`config.mk`:
```
export PLATFORM = sky130hd
export DESIGN_NAME = rpn_stack_calculator_core
export DESIGN_NICKNAME = d
export VERILOG_FILES = /design/src/rpnc_pkg.sv /design/src/rpnc_cell.sv /design/src/rpn_stack_calculator_core.sv
export SDC_FILE = /design/constraint.sdc
export NUM_CORES = 2
export LEC_CHECK = 0
export BUFFER_PORTS_ARGS = -buffer_cell sky130_fd_sc_hd__buf_2
export CAP_MARGIN = 20
export CORE_ASPECT_RATIO = 0.7
export CORE_MARGIN = 3
export CORE_UTILIZATION = 60
export CTS_CLUSTER_SIZE = 28
export DETAILED_ROUTE_END_ITERATION = 16
export PLACE_DENSITY = 0.79
export SYNTH_ARGS = -nofsm -noshare
export SYNTH_HDL_FRONTEND = slang
export SYNTH_HIERARCHICAL = 1
export SYNTH_SLANG_ARGS = --single-unit
```
`constraint.sdc`:
```
create_clock -name clk_i -period 45.7 [get_ports clk_i]
set_input_delay 4.57 -clock clk_i [delete_from_list [all_inputs] [get_ports clk_i]]
set_output_delay 4.57 -clock clk_i [all_outputs]
set_load 0.1 [all_outputs]
```
`src/rpnc_pkg.sv`:
```
// Package for the reverse Polish stack calculator.
// Holds operation and status codes and the cell control struct.
// No dependencies; used by rpnc_cell and rpn_stack_calculator_core.
package rpnc_pkg;

  localparam int unsigned DataW = 32;

  typedef enum logic [1:0] {
    OP_PUSH   = 2'd0,
    OP_ADD    = 2'd1,
    OP_MUL    = 2'd2,
    OP_FINISH = 2'd3
  } op_e;

  typedef enum logic [1:0] {
    ST_OK        = 2'd0,
    ST_UNDERFLOW = 2'd1,
    ST_OVERFLOW  = 2'd2
  } status_e;

  // Control for one stack cell: load a new value, and pick it from the
  // neighbour below (towards the bottom) rather than the one above.
  typedef struct packed {
    logic load;
    logic from_next;
  } cell_ctrl_t;

endpackage

```
`src/rpnc_cell.sv`:
```
// One stack cell of the reverse Polish stack calculator.
// Holds one entry and loads it from either neighbour; uses rpnc_pkg.
module rpnc_cell
  import rpnc_pkg::*;
(
  input  logic             clk_i,
  input  cell_ctrl_t       ctrl_i,
  input  logic [DataW-1:0] prev_i,
  input  logic [DataW-1:0] next_i,
  output logic [DataW-1:0] q_o
);

  logic [DataW-1:0] entry_q;
  logic [DataW-1:0] entry_d;

  assign entry_d = ctrl_i.from_next ? next_i : prev_i;

  // Entries are undefined until written, so no reset is needed here.
  always_ff @(posedge clk_i) begin
    if (ctrl_i.load) begin
      entry_q <= entry_d;
    end
  end

  assign q_o = entry_q;

endmodule

```
`src/rpn_stack_calculator_core.sv`:
```
// Top level of the reverse Polish stack calculator.
// Instantiates a row of rpnc_cell stack cells; uses rpnc_pkg.
//
// Channel  | Dir | tdata                      | tuser        | tlast
// ---------+-----+----------------------------+--------------+---------
// s_axis   | in  | [31:0] value               | [1:0] op     | -
// m_axis   | out | [31:0] result_value        | [1:0] status | is_final
//
// Cycles: one item per cycle unless a result is held. Each item is evaluated in the cycle it is
// accepted, using only the two top cells and one 32x32 multiplier, and the
// result is captured in the output register on the same edge.
// The stack itself is a row of cells with the top entry in cell 0; a push
// shifts every cell down by one, a finish shifts every cell up, and an add or
// multiply writes the result into cell 0 while the rest shift up.
// Reset clears the entry count and the output valid flag; cell contents are
// undefined until pushed, and are never read before that.
// Stalls: the input is ready whenever the output register is empty or is
// being taken in the same cycle, so a held result stalls only the next item.
module rpn_stack_calculator_core
  import rpnc_pkg::*;
#(
  parameter int unsigned STACK_DEPTH = 16
) (
  input  logic             clk_i,
  input  logic             rst_ni,
  // Input items.
  input  logic             s_axis_tvalid_i,
  output logic             s_axis_tready_o,
  input  logic [DataW-1:0] s_axis_tdata_i,   // [31:0] value
  input  logic [1:0]       s_axis_tuser_i,   // [1:0] op
  // Result items.
  output logic             m_axis_tvalid_o,
  input  logic             m_axis_tready_i,
  output logic [DataW-1:0] m_axis_tdata_o,   // [31:0] result_value
  output logic [1:0]       m_axis_tuser_o,   // [1:0] status
  output logic             m_axis_tlast_o    // is_final
);

  localparam int unsigned CntW = $clog2(STACK_DEPTH + 1);
  localparam logic [CntW-1:0] Full = CntW'(STACK_DEPTH);
  localparam logic [CntW-1:0] Two  = CntW'(2);

  // Handshake.
  logic in_fire;
  logic out_valid_q;

  assign s_axis_tready_o = !out_valid_q || m_axis_tready_i;
  assign in_fire         = s_axis_tvalid_i && s_axis_tready_o;

  op_e op;
  assign op = op_e'(s_axis_tuser_i);

  // Stack occupancy.
  logic [CntW-1:0] count_q;
  logic [CntW-1:0] count_d;

  // Cell outputs; cell 0 is the top of the stack.
  logic [DataW-1:0] cell_w [STACK_DEPTH];

  // Arithmetic on the two top entries. Both operations commute, and both
  // keep only the low 32 bits, so the product wraps like the sum.
  logic [DataW-1:0] top_a;
  logic [DataW-1:0] top_b;
  logic [DataW-1:0] sum_w;
  logic [DataW-1:0] prod_w;

  assign top_a  = cell_w[0];
  assign top_b  = cell_w[1];
  assign sum_w  = top_a + top_b;
  assign prod_w = top_a * top_b;

  // Decode the item: what is reported and how the stack moves.
  logic             op_ok;
  logic             shift_down;   // push
  logic             merge_top;    // add or multiply
  logic [DataW-1:0] new_top;
  logic [DataW-1:0] res_value;
  status_e          res_status;
  logic             res_final;

  always_comb begin
    op_ok      = 1'b0;
    shift_down = 1'b0;
    merge_top  = 1'b0;
    new_top    = s_axis_tdata_i;
    res_value  = '0;
    res_status = ST_OK;
    res_final  = 1'b0;
    count_d    = count_q;
    case (op)
      OP_PUSH: begin
        if (count_q >= Full) begin
          res_status = ST_OVERFLOW;
        end else begin
          op_ok      = 1'b1;
          shift_down = 1'b1;
          res_value  = s_axis_tdata_i;
          count_d    = count_q + CntW'(1);
        end
      end
      OP_ADD, OP_MUL: begin
        if (count_q < Two) begin
          res_status = ST_UNDERFLOW;
        end else begin
          op_ok     = 1'b1;
          merge_top = 1'b1;
          new_top   = (op == OP_ADD) ? sum_w : prod_w;
          res_value = new_top;
          count_d   = count_q - CntW'(1);
        end
      end
      OP_FINISH: begin
        res_final = 1'b1;
        if (count_q == '0) begin
          res_status = ST_UNDERFLOW;
        end else begin
          op_ok     = 1'b1;
          res_value = top_a;
          count_d   = count_q - CntW'(1);
        end
      end
      default: begin
        res_status = ST_UNDERFLOW;
      end
    endcase
  end

  // Cell control: cell 0 takes the new top on a push or a merge and the
  // entry below on a finish; every other cell shifts down on a push and up
  // otherwise.
  cell_ctrl_t top_ctrl;
  cell_ctrl_t rest_ctrl;

  assign top_ctrl.load       = in_fire && op_ok;
  assign top_ctrl.from_next  = !(shift_down || merge_top);
  assign rest_ctrl.load      = in_fire && op_ok;
  assign rest_ctrl.from_next = !shift_down;

  for (genvar i = 0; i < STACK_DEPTH; i++) begin : g_cell
    logic [DataW-1:0] prev_w;
    logic [DataW-1:0] next_w;
    cell_ctrl_t       ctrl_w;

    if (i == 0) begin : g_top
      assign prev_w = new_top;
      assign ctrl_w = top_ctrl;
    end else begin : g_inner
      assign prev_w = cell_w[i-1];
      assign ctrl_w = rest_ctrl;
    end

    if (i == STACK_DEPTH - 1) begin : g_bottom
      assign next_w = '0;
    end else begin : g_link
      assign next_w = cell_w[i+1];
    end

    rpnc_cell u_cell (
      .clk_i  (clk_i),
      .ctrl_i (ctrl_w),
      .prev_i (prev_w),
      .next_i (next_w),
      .q_o    (cell_w[i])
    );
  end

  // Occupancy and output valid.
  always_ff @(posedge clk_i or negedge rst_ni) begin
    if (!rst_ni) begin
      count_q     <= '0;
      out_valid_q <= 1'b0;
    end else begin
      if (in_fire) begin
        count_q <= count_d;
      end
      if (s_axis_tready_o) begin
        out_valid_q <= in_fire;
      end
    end
  end

  // Output payload register.
  logic [DataW-1:0] out_value_q;
  logic [1:0]       out_status_q;
  logic             out_final_q;

  always_ff @(posedge clk_i) begin
    if (in_fire) begin
      out_value_q  <= res_value;
      out_status_q <= res_status;
      out_final_q  <= res_final;
    end
  end

  assign m_axis_tvalid_o = out_valid_q;
  assign m_axis_tdata_o  = out_value_q;
  assign m_axis_tuser_o  = out_status_q;
  assign m_axis_tlast_o  = out_final_q;

  // Checks.
  a_count_bounded: assert property (@(posedge clk_i) disable iff (!rst_ni)
    count_q <= Full)
    else $error("stack count beyond depth");

  a_push_lands_on_top: assert property (@(posedge clk_i) disable iff (!rst_ni)
    (in_fire && op == OP_PUSH && count_q < Full) |=> cell_w[0] == $past(s_axis_tdata_i))
    else $error("pushed value not on top of stack");

  a_finish_is_final: assert property (@(posedge clk_i) disable iff (!rst_ni)
    (in_fire && op == OP_FINISH) |=> (m_axis_tvalid_o && m_axis_tlast_o))
    else $error("finish did not give a final result");

  a_error_zero_value: assert property (@(posedge clk_i) disable iff (!rst_ni)
    (m_axis_tvalid_o && m_axis_tuser_o != ST_OK) |-> m_axis_tdata_o == '0)
    else $error("error result carries a value");

  a_error_keeps_count: assert property (@(posedge clk_i) disable iff (!rst_ni)
    (in_fire && !op_ok) |=> $stable(count_q))
    else $error("failed operation changed the stack");

endmodule

```
Word level (Yosys, flattened, before mapping)
Index checks and enable logic that the tools add are counted.
{"block": "totals", "input_bits": 38, "wordCells": 79, "ff_bits": 553}
{"block": "classes", "order_cmp": 2, "add_sub_neg": 3, "reduce_logical": 9, "n_mux": 37, "n_eq_ne": 6, "mul": 1}
{"op": "$mux W32", "n": 21}
{"op": "$pmux W32 S3", "n": 1}
{"op": "$add A32 B32 Y32", "n": 1}
{"op": "$mul A32 B32 Y32", "n": 1}
{"op": "$mux W5", "n": 3}
{"op": "$pmux W5 S3", "n": 1}
{"op": "$mux W1", "n": 8}
{"op": "$ne A2 B2 Y1 const B", "n": 3}
{"op": "$pmux W2 S3", "n": 1}
{"op": "$add A5 B1 Y5 const B", "n": 1}
{"op": "$ge A5 B5 Y1 const B", "n": 1}
{"op": "$logic_not A5 Y1", "n": 1}
{"op": "$lt A5 B2 Y1 const B", "n": 1}
{"op": "$sub A5 B1 Y5 const B", "n": 1}
{"op": "$eq A2 B2 Y1 const B", "n": 2}
{"op": "$reduce_and A4 Y1", "n": 1}
{"op": "$pmux W1 S3", "n": 1}
{"op": "$eq A2 B1 Y1 const B", "n": 1}
{"op": "$logic_and A1 B1 Y1", "n": 2}
{"op": "$logic_not A2 Y1", "n": 1}
{"op": "$logic_or A1 B1 Y1", "n": 2}
{"op": "$mux W2", "n": 1}
{"op": "$reduce_or A2 Y1", "n": 1}
{"op": "$logic_not A1 Y1", "n": 1}

Logic depth before layout (Yosys ltp)
{"block": "logic_depth", "word_depth": 5, "mapped_depth": 29}

Hierarchy
The synthesis kept the hierarchy.
{"mod": "rpnc_cell", "cells_per_inst": 68, "seq_area_each_um2": 960.9, "area_per_inst_um2": 1505.2, "instances": 16}
{"mod": "rpn_stack_calculator_core", "cells_per_inst": 2214, "seq_area_each_um2": 1201.2, "area_per_inst_um2": 19782.7, "instances": 1}

Worst setup path after synthesis
Ideal clock, no wire load.
{"block": "synth_path", "kind": "input port to flip-flop", "startpoint": "input port m_axis_tready_i", "endpoint": "register g_cell[0].u_cell.entry_q[0] (enable)", "cell_stages": 3, "arrival_time_ns": 40.193, "setup_slack_ns": 3.492, "setup_time_ns": 2.015, "cell_sequence": "nand2b_1 nand2_1 nor3_1"}
{"item": "from (decl)", "line": "rpn_stack_calculator_core.sv:33", "source": "input logic m_axis_tready_i,"}
{"item": "to (signal assigned)", "line": "rpnc_cell.sv:21", "source": "entry_q <= entry_d;"}
{"item": "to (decl)", "line": "rpnc_cell.sv:13", "source": "logic [DataW-1:0] entry_q;"}

Worst setup path after layout
{"block": "layout_path", "startpoint": "input port m_axis_tready_i", "endpoint": "output port s_axis_tready_o"}
{"block": "layout_via", "elab_chain_len": 1}
{"item": "$logic_or A1 B1 Y1", "line": "rpn_stack_calculator_core.sv:47", "source": "assign s_axis_tready_o = !out_valid_q || m_axis_tready_i;"}
{"item": "to (decl)", "line": "rpn_stack_calculator_core.sv:28", "source": "output logic s_axis_tready_o,"}
No other way between the ends.

==> metrics.cfg <==
[run_status]
outcome=completed

[sta]
hold_viol=0
slew_headroom_pct=24.9
tns_ns=0
fin_crit_sh_pct=21.4
finClkSkew_ns=0.0266
final_max_slew_viol_count=0
min_period_ns=9.77
max_freq_mhz=102
rsz0062_at_grt=false
tightest_slew_ns=1.12
finalSetupViolCount=0
worst_slack_ns=35.93

[floorplanning]
io_pins=75
placementRows=82
initial_core_util_pct=60.9
die-area_um2=76400
die_w_um=329
fp.coreArea_um2=72000
die_y_um=232

[worst_hold_path]
holdCritPathClass=flop to flop
holdCritStartpoint=g_cell[15].u_cell/q_o[3]$_DFFE_PP_

[clock_network]
cts_root_buf=clkbuf_16
cts-resized-gates=0
numCtsBuffers=54
path_clk_slew_ns=0.07
clockBufferDepth=3
cts_tree=done
cts.sinks=553
cts_setup_buffers=0
clk_latency_ns=0.63
htreeDepth=2
hold_buffers=0

[critical_path]
critPathRequiredTime_ns=41.13
critPathArrivalTime_ns=5.20
endpoint_kind=primary output
worstPathMaxFanout=3
cp-start-kind=primary input
worstSetupStartpoint=m_axis_tready_i
critPathKind=primary input to primary output
r2r-start=g_cell[1].u_cell/q_o[3]$_DFFE_PP_

[place]
place_congestion=0.944
port_buffers=74
hpwlAfterDp_um=65600
dpl_worst_slack_ns=35.93

[finish]
n_antenna_cell=0
syn_to_final_growth_pct=5.22
fin_nets=3955
drive_gt1_share_pct=22.1

[synth]
synth_top_area_share_pct=37.4
synth_cell_types=69
synth_edf_count=547
yosys-top-cells-count=edfxtp_1 (547), mux2_4 (480), fa_1 (410), inv_1 (398), and2_1 (306)
ys_warn_count=6
yosysTopAreaCell=edfxtp_1
async_flop_share_pct=1.08
syn_area_per_cell_um2=13.3
synthFlopType=edfxtp_1
ys_seq_elements=553
yosysMostFrequentCell=edfxtp_1
syn_inst=3302
synth.yosys.seq_area_share_pct=37.8
synth_area_leaders=edfxtp_1 (37%), fa_1 (19%), mux2_4 (16%), ha_1 (4.6%), and2_1 (4.4%)
syn_area_um2=43900

[grt]
grt_pass1_wl_um=154000
grt_pass1_vias=26162
grt_overflow=0
grt_usage_pct=26.3
antenna_found_initial=5
grt_start_max_net_pins=176

[drt]
first_iter_violations=2892
wl_per_cell_um=22.6
drc=0
via_per_inst=5.84
routed_wl_um=98300
firstDrtPassIters=5
routed-via-count=25443
antenna_left=0

[flow_run]
maxCapViolCount=0

-- worst max-delay path, cell delays in order --
cell,delay (ns)
buf_2,0.07
nand2b_1,0.12
buf_2,0.43
-- worst paths after layout --
check	end	slack, ns	depth (start not counted)
hold reg to reg	g_cell[14].u_cell/q_o[3]$_DFFE_PP_	0.54	1
max in group asynchronous	count_q[3]$_DFFE_PN0P_	41.78	1
setup / recovery	s_axis_tready_o	35.93	3
hold / removal	g_cell[14].u_cell/q_o[3]$_DFFE_PP_	0.54	1
setup reg to reg	g_cell[0].u_cell/q_o[23]$_DFFE_PP_	37.37	25
min in group asynchronous	count_q[0]$_DFFE_PN0P_	3.76	1
-- flip-flops by register name, indices dropped and copies added, names as in the netlist --
register,flops
m_axis_tuser_o,2
g_cell.u_cell/q_o,512
m_axis_tlast_o,1
m_axis_tdata_o,32
m_axis_tvalid_o,1
count_q,5
-- per-layer routing --
| layer | track usage, % | routed length [um] | share of wire, % |
|---|---|---|---|
| met3 | 9.06 | 13600 | 14 |
| met4 | 5.13 | 1800 | 1.8 |
| met1 | 40.4 | 42500 | 43 |
| met5 | 0 | 127 | 0.13 |
| met2 | 36.2 | 40300 | 41 |
-- cell families after synthesis --
kind of cell    synth area share [%]
buf+inv                         6.97
compound gates                  4.21
mux                             17.5
other cells                  0.00855
fa+ha+maj                       23.3
simple gates                    7.84
xor+xnor                        2.38
flops                           37.8
-- metrics by stage --
step                      hold WS, ns  area (um^2)  std cells  util [%]
after global routing            0.563        46200       4355      64.1
final                           0.541        46200       4355      64.1
after detailed placement        0.529        44500       4255      61.7
after floorplan                 0.503        44000       3333         -
after CTS                       0.545        46100       4354      64.1
after global placement          0.517        44500       4255      61.7
-- placed cells by master, fill, tap and decap left out, types with 10 or more instances in the layout --
master	count
buf_2	74
a21o_1	35
xnor2_1	96
ha_1	160
clkbuf_16	55
edfxtp_1	547
mux2_2	37
fa_1	410
o21ai_0	38
clkinv_1	15
and2_1	305
a21oi_1	71
nand2_1	285
a211oi_1	14
a22oi_1	20
nor2_1	37
o21bai_1	12
xor2_1	23
clkinv_2	10
inv_1	397
buf_4	55
conb_1	32
mux2_4	480
o21ai_1	35
-- layout make-up --
class	count	area (um^2)
clock inverters	38	278
well taps	966	1210
multi-input cells	2207	24400
inverters	399	1500
clock buffers	61	1400
fillers	5352	25900
repair buffers	131	818
flip-flops and latches	553	16600
Power is left out: the tool's default activity adds up to more than one toggle a clock period on the data nets, which glitch-free logic cannot reach.
